## src/hw/rtl/nat_address_rewrite_checksum_fix_assert.svh

```systemverilog
// ----------------------------------------------------------------------------
// NAT rewrite assertion macros
// Shared property forms for the NAT address rewrite block.
// ----------------------------------------------------------------------------
`ifndef NAT_ADDRESS_REWRITE_CHECKSUM_FIX_ASSERT_SVH
`define NAT_ADDRESS_REWRITE_CHECKSUM_FIX_ASSERT_SVH

// Same-cycle implication, disabled while in reset
`define NAT_ASSERT_IMPL(label, clk, rst, ante, cons) \
   label: assert property (@(posedge clk) disable iff (rst) (ante) |-> (cons)) \
      else $error("nat rewrite assertion failed");

// Next-cycle implication, disabled while in reset
`define NAT_ASSERT_NEXT(label, clk, rst, ante, cons) \
   label: assert property (@(posedge clk) disable iff (rst) (ante) |=> (cons)) \
      else $error("nat rewrite assertion failed");

`endif

```

## src/hw/rtl/nat_pkg.sv

```systemverilog
// ----------------------------------------------------------------------------
// NAT rewrite package
// Types, codes and sizes shared by the NAT address rewrite modules.
// ----------------------------------------------------------------------------
package nat_pkg;

   // Client table size and derived index width
   localparam int NUM_CLIENTS = 64;
   localparam int IDX_W       = (NUM_CLIENTS > 1) ? $clog2(NUM_CLIENTS) : 1;

   // Decoupling queue between classifier and executor
   localparam int QUEUE_DEPTH = 2;
   localparam int QPTR_W      = (QUEUE_DEPTH > 1) ? $clog2(QUEUE_DEPTH) : 1;
   localparam int QCNT_W      = $clog2(QUEUE_DEPTH + 1);

   // Request modes
   localparam logic [1:0] MODE_UP   = 2'd0;
   localparam logic [1:0] MODE_DOWN = 2'd1;
   localparam logic [1:0] MODE_BIND = 2'd2;

   // Result status codes
   localparam logic [2:0] ST_OK        = 3'd0;
   localparam logic [2:0] ST_IP_SHORT  = 3'd1;
   localparam logic [2:0] ST_NOT_V4    = 3'd2;
   localparam logic [2:0] ST_L4_SHORT  = 3'd3;
   localparam logic [2:0] ST_NO_CLIENT = 3'd4;
   localparam logic [2:0] ST_BOUND     = 3'd5;

   // Header constants
   localparam logic [15:0] MIN_IP_LEN  = 16'd20;
   localparam logic [3:0]  VERSION_V4  = 4'h4;
   localparam logic [7:0]  PROTO_TCP   = 8'd6;
   localparam logic [7:0]  PROTO_UDP   = 8'd17;
   localparam logic [6:0]  TCP_HDR_LEN = 7'd20;
   localparam logic [6:0]  UDP_HDR_LEN = 7'd8;

   // Work kinds decided by the classifier
   typedef logic [1:0] kind_type;
   localparam kind_type KIND_PASS = 2'd0;
   localparam kind_type KIND_BIND = 2'd1;
   localparam kind_type KIND_UP   = 2'd2;
   localparam kind_type KIND_DOWN = 2'd3;

   // Classified request as held in the queue
   typedef struct packed {
      kind_type    kind;
      logic [2:0]  status;
      logic [5:0]  client_index;
      logic [31:0] bind_address;
      logic [31:0] source_addr;
      logic [31:0] dest_addr;
      logic [15:0] ip_checksum;
      logic [15:0] l4_checksum;
      logic        l4_want;
      logic        l4_short;
   } entry_type;

   // Finished result
   typedef struct packed {
      logic [2:0]  status;
      logic [31:0] new_source_addr;
      logic [31:0] new_dest_addr;
      logic [15:0] new_ip_checksum;
      logic [15:0] new_l4_checksum;
      logic [5:0]  matched_client;
      logic        l4_adjusted;
   } result_type;

   // Queue status toward both sides
   typedef struct packed {
      logic empty;
      logic full;
   } queue_status_type;

endpackage

```

## src/hw/rtl/nat_queue.sv

```systemverilog
// ----------------------------------------------------------------------------
// NAT request queue
// Short FIFO of classified requests between classifier and executor.
// ----------------------------------------------------------------------------
module nat_queue (
   input  logic                      clock,
   input  logic                      reset,
   input  logic                      push,
   input  nat_pkg::entry_type        push_entry,
   input  logic                      pop,
   output nat_pkg::entry_type        head,
   output nat_pkg::queue_status_type status
);

   nat_pkg::entry_type         mem_ff [nat_pkg::QUEUE_DEPTH];
   logic [nat_pkg::QPTR_W-1:0] wr_ptr_ff, wr_ptr_in;
   logic [nat_pkg::QPTR_W-1:0] rd_ptr_ff, rd_ptr_in;
   logic [nat_pkg::QCNT_W-1:0] count_ff, count_in;
   logic                       do_push;
   logic                       do_pop;

   localparam logic [nat_pkg::QPTR_W-1:0] PTR_LAST = nat_pkg::QPTR_W'(nat_pkg::QUEUE_DEPTH - 1);
   localparam logic [nat_pkg::QCNT_W-1:0] CNT_FULL = nat_pkg::QCNT_W'(nat_pkg::QUEUE_DEPTH);

   assign status.empty = count_ff == '0;
   assign status.full  = count_ff == CNT_FULL;
   assign do_push      = push && !status.full;
   assign do_pop       = pop && !status.empty;
   assign head         = mem_ff[rd_ptr_ff];

   // Advance pointers and count
   always_comb begin
      wr_ptr_in = wr_ptr_ff;
      rd_ptr_in = rd_ptr_ff;
      count_in  = count_ff;
      if (do_push) begin
         wr_ptr_in = (wr_ptr_ff == PTR_LAST) ? '0 : wr_ptr_ff + 1'b1;
      end
      if (do_pop) begin
         rd_ptr_in = (rd_ptr_ff == PTR_LAST) ? '0 : rd_ptr_ff + 1'b1;
      end
      if (do_push && !do_pop) begin
         count_in = count_ff + 1'b1;
      end else if (do_pop && !do_push) begin
         count_in = count_ff - 1'b1;
      end
   end

   always_ff @(posedge clock) begin
      if (reset) begin
         wr_ptr_ff <= '0;
         rd_ptr_ff <= '0;
         count_ff  <= '0;
      end else begin
         wr_ptr_ff <= wr_ptr_in;
         rd_ptr_ff <= rd_ptr_in;
         count_ff  <= count_in;
      end
   end

   // Store the pushed request
   always_ff @(posedge clock) begin
      if (do_push) begin
         mem_ff[wr_ptr_ff] <= push_entry;
      end
   end

endmodule

```

## config.mk

```make
export PLATFORM = sky130hd
export DESIGN_NAME = nat_queue
export DESIGN_NICKNAME = d
export VERILOG_FILES = /design/src/hw/rtl/nat_address_rewrite_checksum_fix_assert.svh /design/src/hw/rtl/nat_pkg.sv /design/src/hw/rtl/nat_queue.sv
export SDC_FILE = /design/constraint.sdc
export NUM_CORES = 1
export LEC_CHECK = 0
export BUFFER_PORTS_ARGS = -buffer_cell sky130_fd_sc_hd__buf_2
export CAP_MARGIN = 15
export CORE_MARGIN = 2
export CORE_UTILIZATION = 30
export DETAILED_ROUTE_END_ITERATION = 12
export PLACE_DENSITY = 0.5
export SETUP_SLACK_MARGIN = 0.02
export SLEW_MARGIN = 10
export SYNTH_ARGS = -nofsm -noshare
export SYNTH_HDL_FRONTEND = slang
export SYNTH_SLANG_ARGS = --single-unit
```

## constraint.sdc

```tcl
create_clock -name clock -period 5.8 [get_ports clock]
set_clock_uncertainty 0.1 [all_clocks]
set_input_delay 0.87 -clock clock [delete_from_list [all_inputs] [get_ports clock]]
set_output_delay 0.87 -clock clock [all_outputs]
set_load 0.02 [all_outputs]
```

==> results.yml, run 1 <==
finish:
  syn_to_final_growth_pct: 26.21
  final_nets: 921
  utilization_pct: 38.29
  drive_gt1_share_pct: 59.80
hold_path:
  hold_path_class: "flop to flop"
detailed_routing:
  wl_per_cell_microns: 17.08
  wl_mm: 21.53
  vias: 5321
  routed_via_density: 4.223
  final_antenna_net_count: 0
  drcViolationCount: 0
  drtPass1Iterations: 4
  first_iter_violations: 252
sta:
  fin_setup_tns_ps: 0
  hold_violations: 0
  maxSlewHeadroom_pct: 35.74
  whs_ps: 400.2
  fmax_ghz: 0.2784
  layout_setup_ws_ps: 2208
  setup_viol: 0
  finalMaxSlewViolations: 0
  fin_crit_sh_pct: 61.93
  fin_crit_ps: 3592
  worstMarginPinSlew_ps: 964.0
  rsz0062_at_grt: "false"
grt:
  grt_max_degree: 90
  grt_busiest_layer: "met2"
  antenna_found_initial: 5
  met3_usage_pct: 4.690
  grt_pass1_vias: 5410
  met1_usage_pct: 13.44
  grt_overflow: 0
  grt_pass1_wl_mm: 31.72
  grt_use_met2_pct: 17.34
  track_usage_pct: 10.98
yosys:
  synth_common_cells: "edfxtp_1, mux2_4, mux2_2"
  synth-seq-cells: 287
  synth_area_leader_cell: "edfxtp_1"
  yosys-top-cells-area: "edfxtp_1, mux2_4, mux2_2"
  syn_inst: 464
  synthMostInstantiatedCell: "edfxtp_1"
  seq_area_frac_synth_pct: 79.60
  ys_types: 16
  synth.yosys.warnings: 0
  syn_area_per_cell_sq_um: 23.20
  synth_top_area_share_pct: 78.67
  synth-main-ff-cell: "edfxtp_1"
  postSynthNetCount: 610
  synth_area_sq_um: 10760
  synth_edf_count: 282
  async_reset_ff_share_pct: 0
critical_path:
  cp-start-kind: "flop"
  crit_type: "flop to primary output"
  cp-end-kind: "primary output"
  path_max_fanout: 50
  required_ps: 4830
  worstPathArrival_ps: 2620
placement:
  io_buffers: 287
  dp_slack_ps: 2645
  gp_congestion: 0.7366
  dpl.hpwl_mm: 14.04
power_and_ir_drop:
  power.density_nw_per_um2: 454.3
  p_leak_nw: 5.150
  ir_drop_mv: 0.3708
clock_tree:
  clkTransAtPathRegs_ps: 50
  clock_path_buffers: 3
  clk_latency_ps: 540
  cts_resized: 0
  htreeDepth: 1
  post_cts_buffers: 0
  cts_tree: "built"
  cts_buffers: 31
  cts.sinks: 287
  cts_hold_buf: 0
  clockRootBuffer: "clkbuf_16"
die:
  start_util_pct: 30.34
  io_pins: 288
  fp.dieW_microns: 193.4
  fp.dieH_microns: 193.4
  core_area_sq_um: 35480
  dieArea_sq_um: 37410
  rows: 69
outcome:
  outcome: "finished, final reports clean"
run:
  maxCapViolations: 0
-- flip-flops by register name, indices dropped and copies added (netlist names), named ones only --
register	cells
rd_ptr_ff	1
mem_ff	282
count_ff	2
wr_ptr_ff	1
-- power by group --
group          internal [mW]  leakage (nW)  switching, mW
clock                  0.971         0.417          0.737
sequential              2.61          2.68          0.127
combinational          0.746          2.06          0.982
total                   4.33          5.15           1.85
-- layout by cell type, fill, tap and decap left out, types with 4 or more instances in the layout --
master,instances
mux2_2,51
nor2_1,5
edfxtp_1,282
buf_2,287
clkbuf_1,9
mux2_4,90
dfxtp_1,4
buf_4,6
clkbuf_16,31
clkinv_1,8
-- metal layers --
layer  vias to the layer above  wire, microns
li1                       2475              -
met1                      2600           9011
met2                       196           9911
met3                        46           1920
met4                         4            654
met5                         -             27
-- layout make-up --
| class | count | area (sq um) |
|---|---|---|
| fill | 3322 | 21900 |
| clock buffer | 40 | 809.5 |
| clock inverter | 14 | 67.56 |
| multi-input combinational | 159 | 2038 |
| inverter | 2 | 12.51 |
| antenna | 3 | 7.507 |
| sequential | 287 | 8572 |
| timing repair buffer | 294 | 1501 |
| tap | 461 | 576.8 |
-- kinds of logic after synthesis --
family,count (synthesis),share of synthesized area [%]
flops,287,79.60
mux,141,17.89
compound gates,5,0.2324
buf+inv,18,1.488
fa+ha+maj,1,0.1162
xor+xnor,3,0.2441
simple gates,9,0.4301
-- critical path, cell delays in order (launching register included) --
cell and delay [ps]:
dfxtp_4 930, buf_4 560, mux2_2 390, buf_2 160
-- through the flow --
step           std cells  power (mW)  area, sq um
4_1_cts             1257       6.290        13580
5_1_grt             1260       6.458        13590
6_report            1260       6.172        13590
2_1_floorplan        464       4.050        10760
3_5_place_dp        1203       4.549        12700
3_3_place_gp        1203       4.541        12700
-- final timing paths --
| check | start | end | slack, ps | cells past startpoint |
|---|---|---|---|---|
| min reg2reg | rd_ptr_ff | flop | 400 | 2 |
| max reg2reg | count_ff[0] | mem_ff[0][105] | 3190 | 4 |
| max | flop | head[124] | 2210 | 3 |
| min | rd_ptr_ff | flop | 400 | 2 |
Note: power is estimated with default switching activity, not from simulation.
==> run 2: changes to the inputs <==
==> constraint.sdc (replaced) <==
create_clock -name clock -period 3.68 [get_ports clock]
set_clock_uncertainty 0.1 [all_clocks]
set_input_delay 0.552 -clock clock [delete_from_list [all_inputs] [get_ports clock]]
set_output_delay 0.552 -clock clock [all_outputs]
set_load 0.02 [all_outputs]
==> run 2 against run 1 <==
Compared with the run above: critical path type unchanged; flip-flop and latch count is the same; combinational power is 64% higher; largest power group unchanged; critical path depth unchanged; clock-buffer cell count up 4; power grew 63%; global-route usage is 0.16 points lower; routed wire length fell by 2.5%.
==> results.yml, run 2 (same netlist as run 1, synthesis figures left out) <==
grt:
  track_usage_pct: 10.82
  grt_pass1_wl_mm: 31.86
  grt_overflow: 0
  grt_pass1_vias: 5453
  antenna_found_initial: 3
  grt_max_degree: 84
power_and_ir_drop:
  ir_drop_mv: 0.4203
  p_leak_nw: 5.225
  p_total_mw: 10.03
  power.density_nw_per_um2: 728.8
critical_path:
  worstPathArrival_ps: 2040
  r2r_end: "mem_ff[0][59]"
  slowest_delay_ps: 550
  reg2reg_from: "count_ff[1]"
  rr_worst_depth: 4
  path_max_fanout: 46
  regToRegSetupSlack_ps: 1710
  cp-start-kind: "flop"
  worstPathCellList: "buf_12, mux2_2, buf_2"
  crit_type: "flop to primary output"
  required_ps: 3030
  cp-end-kind: "primary output"
  cpMaxStageDelayCell: "dfxtp_4"
detailed_routing:
  drcViolationCount: 0
  drtPass1Iterations: 4
  wl_per_cell_microns: 16.65
  vias: 5267
  routed_via_density: 4.180
  wl_mm: 20.98
  final_antenna_net_count: 0
  first_iter_violations: 243
placement:
  io_buffers: 287
  placed_cell_area_sq_um: 12770
  dpl.hpwl_mm: 13.67
  gp_congestion: 0.6614
die:
  fp.dieW_microns: 193.4
  core_area_sq_um: 35480
  fp.dieH_microns: 193.4
  dieArea_sq_um: 37410
  io_pins: 288
  rows: 69
  start_util_pct: 30.34
clock_tree:
  cts_buffers: 30
  clock_path_buffers: 3
  cts_tree: "built"
  cts.sinks: 287
  cts_resized: 0
  clkTransAtPathRegs_ps: 60
  post_cts_buffers: 0
  htreeDepth: 1
  clk_latency_ps: 550
  cts_hold_buf: 0
  clockRootBuffer: "clkbuf_16"
run:
  maxCapViolations: 0
finish:
  final_nets: 920
  final_cell_mix: "buf_2, edfxtp_1, mux2_4, mux2_2, clkbuf_16"
  largest_register_ff_count: 282
  multi_input_area_sq_um: 2038
  drive_gt1_share_pct: 60.48
  fillers: 3317
  final_common_cell: "buf_2"
  regMostFlops: "mem_ff"
  syn_to_final_growth_pct: 27.91
  register_area_sq_um: 8572
  top_regs: "mem_ff (282), count_ff (2)"
  stdcell_area_sq_um: 13770
hold_path:
  hold_path_class: "primary input to flop"
  min_from: "push_entry[10]"
  hold_depth: 1
  min_to: "mem_ff[1][10]"
sta:
  fin_crit_ps: 2697
  maxSlewHeadroom_pct: 63.91
  rsz0062_at_grt: "false"
  setup_viol: 0
  fmax_ghz: 0.3708
  hold_violations: 0
  worstMarginPinSlew_ps: 541.4
  finalMaxSlewViolations: 0
  fin_setup_tns_ps: 0
  whs_ps: 84.51
  fin_crit_sh_pct: 73.28
outcome:
  outcome: "finished, final reports clean"
-- run 2: cell type report --
| cell class | instances | area share [%] |
|---|---|---|
| Multi-Input combinational cell | 159 | 14.80 |
| Timing Repair Buffer | 294 | 11.45 |
| Antenna cell | 2 | 0.03635 |
| Tap cell | 461 | 4.189 |
| Sequential cell | 287 | 62.26 |
| Inverter | 2 | 0.08179 |
| Clock inverter | 11 | 0.7543 |
| Clock buffer | 44 | 6.425 |
-- run 2: worst max-delay path, delay by kind of cell, from the launching register on --
kind | cells | cell delay, ps
multiplexers | 1 | 390
buffers and inverters | 2 | 480
flip-flops | 1 | 550
-- run 2: where the power goes --
| group | leakage [nW] | switching, mW | internal (mW) |
|---|---|---|---|
| clock network | 0.478 | 1.17 | 1.79 |
| registers | 2.68 | 0.127 | 4.11 |
| logic | 2.07 | 1.62 | 1.22 |
| total | 5.23 | 2.92 | 7.11 |
-- run 2: stage by stage --
stage	setup slack (ps)	cells	util, %
6_report	983.3	1260	38.80
3_5_place_dp	1504	1203	36.00
2_1_floorplan	247.8	464	-
4_1_cts	909.5	1258	38.79
3_3_place_gp	1502	1203	36.00
5_1_grt	858.5	1259	38.80
-- run 2: worst max path at each step --
stage                     start             to  slack, ps  cells past startpoint
global route               flop      head[118]        860                      3
finish                     flop      head[140]        980                      3
detailed placement         push  mem_ff[0][74]       1500                      5
floorplan           count_ff[1]   mem_ff[0][0]        250                      3
global placement           push  mem_ff[0][77]       1500                      5
CTS                        flop      head[118]        910                      3
-- run 2: per-layer routing --
layer	GRT usage, %	wire, microns
met3	3.818	1753
met2	16.72	9648
met1	14.28	9159
met4	3.364	410
met5	0	7
