`src/hw/rtl/nat_address_rewrite_checksum_fix_assert.svh`:
```
// ----------------------------------------------------------------------------
// NAT rewrite assertion macros
// Shared property forms for the NAT address rewrite block.
// ----------------------------------------------------------------------------
`ifndef NAT_ADDRESS_REWRITE_CHECKSUM_FIX_ASSERT_SVH
`define NAT_ADDRESS_REWRITE_CHECKSUM_FIX_ASSERT_SVH

// Same-cycle implication, disabled while in reset
`define NAT_ASSERT_IMPL(label, clk, rst, ante, cons) \
   label: assert property (@(posedge clk) disable iff (rst) (ante) |-> (cons)) \
      else $error("nat rewrite assertion failed");

// Next-cycle implication, disabled while in reset
`define NAT_ASSERT_NEXT(label, clk, rst, ante, cons) \
   label: assert property (@(posedge clk) disable iff (rst) (ante) |=> (cons)) \
      else $error("nat rewrite assertion failed");

`endif

```
`src/hw/rtl/nat_pkg.sv`:
```
// ----------------------------------------------------------------------------
// NAT rewrite package
// Types, codes and sizes shared by the NAT address rewrite modules.
// ----------------------------------------------------------------------------
package nat_pkg;

   // Client table size and derived index width
   localparam int NUM_CLIENTS = 64;
   localparam int IDX_W       = (NUM_CLIENTS > 1) ? $clog2(NUM_CLIENTS) : 1;

   // Decoupling queue between classifier and executor
   localparam int QUEUE_DEPTH = 2;
   localparam int QPTR_W      = (QUEUE_DEPTH > 1) ? $clog2(QUEUE_DEPTH) : 1;
   localparam int QCNT_W      = $clog2(QUEUE_DEPTH + 1);

   // Request modes
   localparam logic [1:0] MODE_UP   = 2'd0;
   localparam logic [1:0] MODE_DOWN = 2'd1;
   localparam logic [1:0] MODE_BIND = 2'd2;

   // Result status codes
   localparam logic [2:0] ST_OK        = 3'd0;
   localparam logic [2:0] ST_IP_SHORT  = 3'd1;
   localparam logic [2:0] ST_NOT_V4    = 3'd2;
   localparam logic [2:0] ST_L4_SHORT  = 3'd3;
   localparam logic [2:0] ST_NO_CLIENT = 3'd4;
   localparam logic [2:0] ST_BOUND     = 3'd5;

   // Header constants
   localparam logic [15:0] MIN_IP_LEN  = 16'd20;
   localparam logic [3:0]  VERSION_V4  = 4'h4;
   localparam logic [7:0]  PROTO_TCP   = 8'd6;
   localparam logic [7:0]  PROTO_UDP   = 8'd17;
   localparam logic [6:0]  TCP_HDR_LEN = 7'd20;
   localparam logic [6:0]  UDP_HDR_LEN = 7'd8;

   // Work kinds decided by the classifier
   typedef logic [1:0] kind_type;
   localparam kind_type KIND_PASS = 2'd0;
   localparam kind_type KIND_BIND = 2'd1;
   localparam kind_type KIND_UP   = 2'd2;
   localparam kind_type KIND_DOWN = 2'd3;

   // Classified request as held in the queue
   typedef struct packed {
      kind_type    kind;
      logic [2:0]  status;
      logic [5:0]  client_index;
      logic [31:0] bind_address;
      logic [31:0] source_addr;
      logic [31:0] dest_addr;
      logic [15:0] ip_checksum;
      logic [15:0] l4_checksum;
      logic        l4_want;
      logic        l4_short;
   } entry_type;

   // Finished result
   typedef struct packed {
      logic [2:0]  status;
      logic [31:0] new_source_addr;
      logic [31:0] new_dest_addr;
      logic [15:0] new_ip_checksum;
      logic [15:0] new_l4_checksum;
      logic [5:0]  matched_client;
      logic        l4_adjusted;
   } result_type;

   // Queue status toward both sides
   typedef struct packed {
      logic empty;
      logic full;
   } queue_status_type;

endpackage

```
`src/hw/rtl/nat_front.sv`:
```
// ----------------------------------------------------------------------------
// NAT request classifier
// Checks length, version and client range and sorts each request by kind.
// ----------------------------------------------------------------------------
module nat_front (
   input  logic [1:0]         mode,
   input  logic [5:0]         client_index,
   input  logic [31:0]        bind_address,
   input  logic [15:0]        packet_length,
   input  logic [7:0]         version_ihl,
   input  logic [7:0]         protocol,
   input  logic [15:0]        frag_field,
   input  logic [31:0]        source_addr,
   input  logic [31:0]        dest_addr,
   input  logic [15:0]        ip_checksum,
   input  logic [15:0]        l4_checksum,
   output nat_pkg::entry_type entry
);

   logic       cli_ok;
   logic       is_tcp;
   logic       is_udp;
   logic [6:0] l4_need;

   // Transport checks
   assign cli_ok  = 32'(client_index) < 32'(nat_pkg::NUM_CLIENTS);
   assign is_tcp  = protocol == nat_pkg::PROTO_TCP;
   assign is_udp  = protocol == nat_pkg::PROTO_UDP;
   assign l4_need = {1'b0, version_ihl[3:0], 2'b00}
                  + (is_tcp ? nat_pkg::TCP_HDR_LEN : nat_pkg::UDP_HDR_LEN);

   // Sort the request
   always_comb begin
      entry.kind         = nat_pkg::KIND_PASS;
      entry.status       = nat_pkg::ST_OK;
      entry.client_index = client_index;
      entry.bind_address = bind_address;
      entry.source_addr  = source_addr;
      entry.dest_addr    = dest_addr;
      entry.ip_checksum  = ip_checksum;
      entry.l4_checksum  = l4_checksum;
      entry.l4_want      = (frag_field[12:0] == 13'd0) && (is_tcp || is_udp);
      entry.l4_short     = packet_length < {9'd0, l4_need};
      case (mode)
         nat_pkg::MODE_BIND: begin
            if (cli_ok) begin
               entry.kind = nat_pkg::KIND_BIND;
            end else begin
               entry.status = nat_pkg::ST_NO_CLIENT;
            end
         end
         nat_pkg::MODE_UP, nat_pkg::MODE_DOWN: begin
            if (packet_length < nat_pkg::MIN_IP_LEN) begin
               entry.status = nat_pkg::ST_IP_SHORT;
            end else if (version_ihl[7:4] != nat_pkg::VERSION_V4) begin
               entry.status = nat_pkg::ST_NOT_V4;
            end else if (mode == nat_pkg::MODE_DOWN) begin
               entry.kind = nat_pkg::KIND_DOWN;
            end else if (cli_ok) begin
               entry.kind = nat_pkg::KIND_UP;
            end else begin
               entry.status = nat_pkg::ST_NO_CLIENT;
            end
         end
         default: begin
            // unused mode code passes the header through
            entry.kind = nat_pkg::KIND_PASS;
         end
      endcase
   end

endmodule

```
`config.mk`:
```
export PLATFORM = sky130hd
export DESIGN_NAME = nat_front
export DESIGN_NICKNAME = d
export VERILOG_FILES = /design/src/hw/rtl/nat_address_rewrite_checksum_fix_assert.svh /design/src/hw/rtl/nat_pkg.sv /design/src/hw/rtl/nat_front.sv
export SDC_FILE = /design/constraint.sdc
export NUM_CORES = 1
export LEC_CHECK = 0
export ABC_AREA = 0
export BUFFER_PORTS_ARGS = -buffer_cell sky130_fd_sc_hd__buf_2
export CORE_AREA = 10 10 117 119
export DETAILED_ROUTE_END_ITERATION = 8
export DIE_AREA = 0 0 127 129
export GPL_TIMING_DRIVEN = 0
export SETUP_SLACK_MARGIN = 0.5
export SLEW_MARGIN = 20
export SYNTH_ARGS = -nofsm -noshare
export SYNTH_HDL_FRONTEND = slang
export SYNTH_SLANG_ARGS = --single-unit
export TNS_END_PERCENT = 20
```
`constraint.sdc`:
```
create_clock -name vclk -period 2.79
set_clock_uncertainty 0.1 [all_clocks]
set_input_delay 0.1395 -clock vclk [all_inputs]
set_output_delay 0.1395 -clock vclk [all_outputs]
set_load 0.005 [all_outputs]
```
==> results of run 1 <==
[layout make-up]
type	instances	share of cell area
plain buffers	135	0.3919
repair buffers	188	0.3740
multi-input cells	47	0.1592
well taps	143	0.06918
inverters	4	0.005806
[routing by layer]
metal,vias up,part of all wire,GRT usage
li1,835,-,-
met1,690,0.26,0.05304
met2,169,0.55,0.1479
met3,2,0.19,0.05544
met4,0,0.0029,0.002009
met5,-,0,0
[cells in the mapped netlist, drive strengths merged (2+ instances only)]
cell	instances
inv	4
nor2	4
a21oi	3
buf	135
o21ai	3
nand2b	2
nor4	4
nand2	3
nor4b	2
nand3	3
nor3	5
xor2	2
ha	7
nor4bb	2
[worst max-delay path: stages]
cell      delay (ns)
buf_2           0.12
nor4_4          0.31
nand2_2         0.11
inv_2           0.09
ha_4            0.13
inv_2           0.04
fa_2            0.34
nor2b_1         0.13
o21ai_1         0.08
ha_1            0.27
nand2b_1        0.09
nor3_1          0.05
nor4_1          0.25
buf_2           0.16
[kinds of logic after synthesis]
family,Yosys count,synth area share
buffers and inverters,139,0.7405
other,1,0.002700
XOR/XNOR,2,0.01261
AND/OR/NAND/NOR,28,0.1351
adder cells (fa/ha/maj),8,0.07748
AO/OA/AOI/OAI,8,0.03153
[cells in the final DEF (no fill, tap or decap), types with 2 or more instances in the layout]
cell | netlist | routed
nor3_1 | 5 | 5
inv_2 | 0 | 2
buf_2 | 0 | 182
buf_4 | 135 | 138
xor2_1 | 2 | 2
nor2_1 | 4 | 4
nor4_1 | 3 | 2
inv_1 | 4 | 2
nand3_1 | 2 | 2
nand2b_1 | 2 | 2
ha_1 | 7 | 6
a21oi_1 | 3 | 2
o21ai_0 | 3 | 2
nand2_1 | 3 | 2
buf_6 | 0 | 3
[path summary, 6_finish.rpt]
check               endpoint       startpoint  depth (start not counted)
setup / recovery    entry[0]      protocol[6]                         14
hold / removal    entry[105]  bind_address[7]                          2
[through the flow]
step	hold slack, ns	setup WS [ns]
global route	0.3523	0.05499
floorplan	0.2155	0.5085
global placement	0.3497	0.05922
finish	0.3469	0.2587
detailed placement	0.3502	0.08376
CTS	0.3500	0.1922
[what timing repair did]
item | 4_1_cts | 5_1_grt
hold buffers | 0 | 0
pin swaps | 8 | 8
buffers inserted | 1 | 2
endpoints found under the setup margin | 1 | 1
resized for setup | 9 | 1
gates cloned | 0 | 0
[power groups by stage]
stage,combinational (mW),clock (mW),sequential [mW]
CTS,0.340,0,0
floorplan,0.184,0,0
global route,0.367,0,0
finish,0.332,0,0
global placement,0.332,0,0
detailed placement,0.333,0,0
==> flow_summary.json, run 1 <==
{
  "power.internal_mw": 0.2262,
  "grt_pass1_wl_mm": 10.11,
  "area_delta_synth_final_pct": 86.22,
  "dieArea_um2": 16380,
  "dp_cells": 514,
  "antennaDiodeCount": 0,
  "cp.arrival_ns": 2.29,
  "antenna_found_initial": 0,
  "p_total_mw": 0.3325,
  "multi_input_area_um2": 411.6,
  "core_area_um2": 11320,
  "postRouteAntennaNets": 0,
  "numSequentialCells": 0,
  "p_comb_frac": 1.000,
  "grt_pass1_vias": 1992,
  "netlist_area_um2": 1389,
  "detail_route.iter0.violations": 6,
  "yosysTopAreaCell": "buf_4",
  "criticalPathCategory": "in -> out",
  "layoutNonFillerInstCount": 517,
  "wl_mm": 7.237,
  "mappedNetlistNets": 378,
  "initial_core_util": 0.1227,
  "ir_drop_mv": 0.05761,
  "required_ns": 2.55,
  "nClkBuffers": 0,
  "port_buffers": 185,
  "min_path_type": "in -> out",
  "p_seq_frac": 0,
  "io_pins": 325,
  "rsz0062_at_grt": "yes",
  "clockPowerShare": 0,
  "setup-tns-final_ns": 0,
  "swShare": 0.3196,
  "via_per_inst": 3.280,
  "drv_slew": 0,
  "die_y_um": 129,
  "wl_per_cell_um": 14.00,
  "ys_seq_area_frac": 0,
  "grtUsageTotal": 0.07208,
  "endpoint_kind": "output pin",
  "grt_overflow": 0,
  "final_area_um2": 2586,
  "fin_crit_ns": 2.531,
  "fp-row-count": 39,
  "synthCells": 186,
  "vias": 1696,
  "synth_top_area_share": 0.7297,
  "drive_gt1_frac": 0.8930,
  "regArea_um2": 0,
  "max_freq_mhz": 395.1,
  "status": "completed",
  "placed_cell_area_um2": 2517,
  "max_cap_viol_count": 0,
  "drc_errors": 0,
  "finalCritPeriodShare": 0.9073,
  "synth_area_leaders": "buf_4 73%, ha_1 6.3%, nor3_1 1.8%, nor4b_4 1.7%, fa_1 1.4%",
  "setup_violations": 0,
  "drt-pass1-iter-count": 4,
  "power_density_nw_per_um2": 128.6,
  "crit_path_max_fanout": 2,
  "utilization": 0.2284,
  "yosysWarnings": 0,
  "fin_nets": 568,
  "worstSetupStartpointType": "input port",
  "dpl.hpwl_mm": 7.004,
  "power_leakage_nw": 1.569,
  "syn_avg_cell_area_um2": 7.467,
  "power_switching_mw": 0.1063,
  "fillers": 1264,
  "die_x_um": 127,
  "grt_max_degree": 5,
  "ys_types": 24,
  "finalHoldViolations": 0,
  "place_congestion": 0.7056
}
Note: power is estimated with default switching activity, not from simulation.
==> inputs of run 2 (changes only) <==
- PLACE_DENSITY: not set -> 0.51
==> flow_summary.json, run 2 (same netlist as run 1, synthesis figures left out) <==
{
  "grt_overflow": 0,
  "postRouteAntennaNets": 0,
  "drv_slew": 0,
  "power_leakage_nw": 1.569,
  "wl_mm": 7.517,
  "grt_pass1_vias": 2044,
  "nClkBuffers": 0,
  "cp.depth": 14,
  "whs_path_depth": 2,
  "cp-endpoint": "entry[0]",
  "antennaDiodeCount": 0,
  "final_common_cell": "buf_2",
  "layout_common_cells": "181 x buf_2, 136 x buf_4, 6 x ha_1, 5 x nor3_1, 5 x buf_6",
  "ir_drop_mv": 0.06303,
  "cp.arrival_ns": 2.29,
  "vias": 1707,
  "detail_route.iter0.violations": 19,
  "utilization": 0.2290,
  "worstSetupStartpointType": "input port",
  "grt_pass1_wl_mm": 10.48,
  "io_pins": 325,
  "grt_max_degree": 5,
  "dieArea_um2": 16380,
  "fin_nets": 567,
  "max_freq_mhz": 395.4,
  "criticalPathCategory": "in -> out",
  "power_switching_mw": 0.1073,
  "drt-pass1-iter-count": 3,
  "endpoint_kind": "output pin",
  "max_cap_viol_count": 0,
  "swShare": 0.3206,
  "die_x_um": 127,
  "regArea_um2": 0,
  "p_comb_frac": 1.000,
  "slew_headroom": 0.6735,
  "numSequentialCells": 0,
  "place_congestion": 0.7447,
  "required_ns": 2.55,
  "setup-tns-final_ns": 0,
  "worst-path-buf-inv": 4,
  "wl_per_cell_um": 14.57,
  "drc_errors": 0,
  "dpl.hpwl_mm": 7.305,
  "initial_core_util": 0.1227,
  "crit_family": "simple AND/OR/NAND/NOR gates",
  "min_path_type": "in -> out",
  "setup_slack_ns": 0.2611,
  "fillers": 1273,
  "p_seq_frac": 0,
  "grtUsageTotal": 0.07489,
  "fin_crit_ns": 2.529,
  "clockPowerShare": 0,
  "crit_path_max_incr_delay_ns": 0.34,
  "crit_chain": "buf_6 > nor4bb_4 > nand2_2 > inv_2 > ha_1 > inv_1 > fa_2 > nor2b_1 > o21ai_1 > ha_1 > nand2b_1 > nor2_1 > nor4_1 > buf_2",
  "drive_gt1_frac": 0.8928,
  "via_per_inst": 3.308,
  "cts_hold_buf": 0,
  "area_delta_synth_final_pct": 86.67,
  "status": "completed",
  "finalCritPeriodShare": 0.9064,
  "crit_path_max_fanout": 2,
  "crit_start": "protocol[0]",
  "finalHoldViolations": 0,
  "setup_violations": 0,
  "rsz0062_at_grt": "yes",
  "power_density_nw_per_um2": 129.1,
  "antenna_found_initial": 0,
  "port_buffers": 185,
  "worst_pin_slew_ns": 0.4829,
  "core_area_um2": 11320,
  "post-place-ws_ns": 0.02636,
  "crit_top_cell": "ha_1",
  "fp-row-count": 39,
  "cpMaxStageDelayCell": "fa_2",
  "power.internal_mw": 0.2274,
  "die_y_um": 129
}
run 2: changes by cell type in the layout (fill, tap and decap cells not counted), sizes merged:
cell / delta
buf: -1
run 2: worst min-delay path by stage:
stage / startpoint / endpoint / slack (ns)
global route: bind_address[29] / entry[127] / 0.35
floorplan: mode[1] / entry[137] / 0.22
detailed placement: source_addr[12] / entry[78] / 0.35
finish: source_addr[12] / entry[78] / 0.35
global placement: source_addr[16] / entry[82] / 0.35
CTS: source_addr[12] / entry[78] / 0.35
run 2: power groups by stage:
stage / Combinational (mW) / Sequential, mW / Clock, mW
after floorplan: 0.184 / 0 / 0
after CTS: 0.342 / 0 / 0
after global routing: 0.370 / 0 / 0
final: 0.335 / 0 / 0
after detailed placement: 0.334 / 0 / 0
after global placement: 0.332 / 0 / 0
run 2: what timing repair did:
action / in CTS / in global routing
endpoints found under the setup margin: 1 / 1
setup buffers: 2 / 0
pin swaps: 10 / 3
gates resized for setup: 10 / 1
run 2: per-layer routing:
layer | vias to the layer above | part of all wire | GRT usage
met1 | 721 | 0.29 | 0.06518
li1 | 833 | - | -
met5 | - | 0 | 0
met3 | 2 | 0.15 | 0.04066
met4 | 0 | 0.0028 | 0.002679
met2 | 151 | 0.56 | 0.1531
run 2: final cells by class:
cell class | instances | area [µm²] | area share
Inverter | 4 | 15.01 | 0.005791
Timing Repair Buffer | 187 | 969.7 | 0.3740
Multi-Input combinational cell | 47 | 415.4 | 0.1602
Buffer | 135 | 1013 | 0.3909
Tap cell | 143 | 178.9 | 0.06902
run 2: stage by stage:
| step | total power [mW] | cells | area [µm²] | hold WS [ns] |
|---|---|---|---|---|
| after global placement | 0.3320 | 514 | 2517 | 0.3515 |
| after global routing | 0.3701 | 516 | 2592 | 0.3536 |
| after detailed placement | 0.3343 | 514 | 2517 | 0.3500 |
| after CTS | 0.3420 | 516 | 2589 | 0.3498 |
| after floorplan | 0.1845 | 186 | 1413 | 0.2155 |
| final | 0.3348 | 516 | 2592 | 0.3471 |
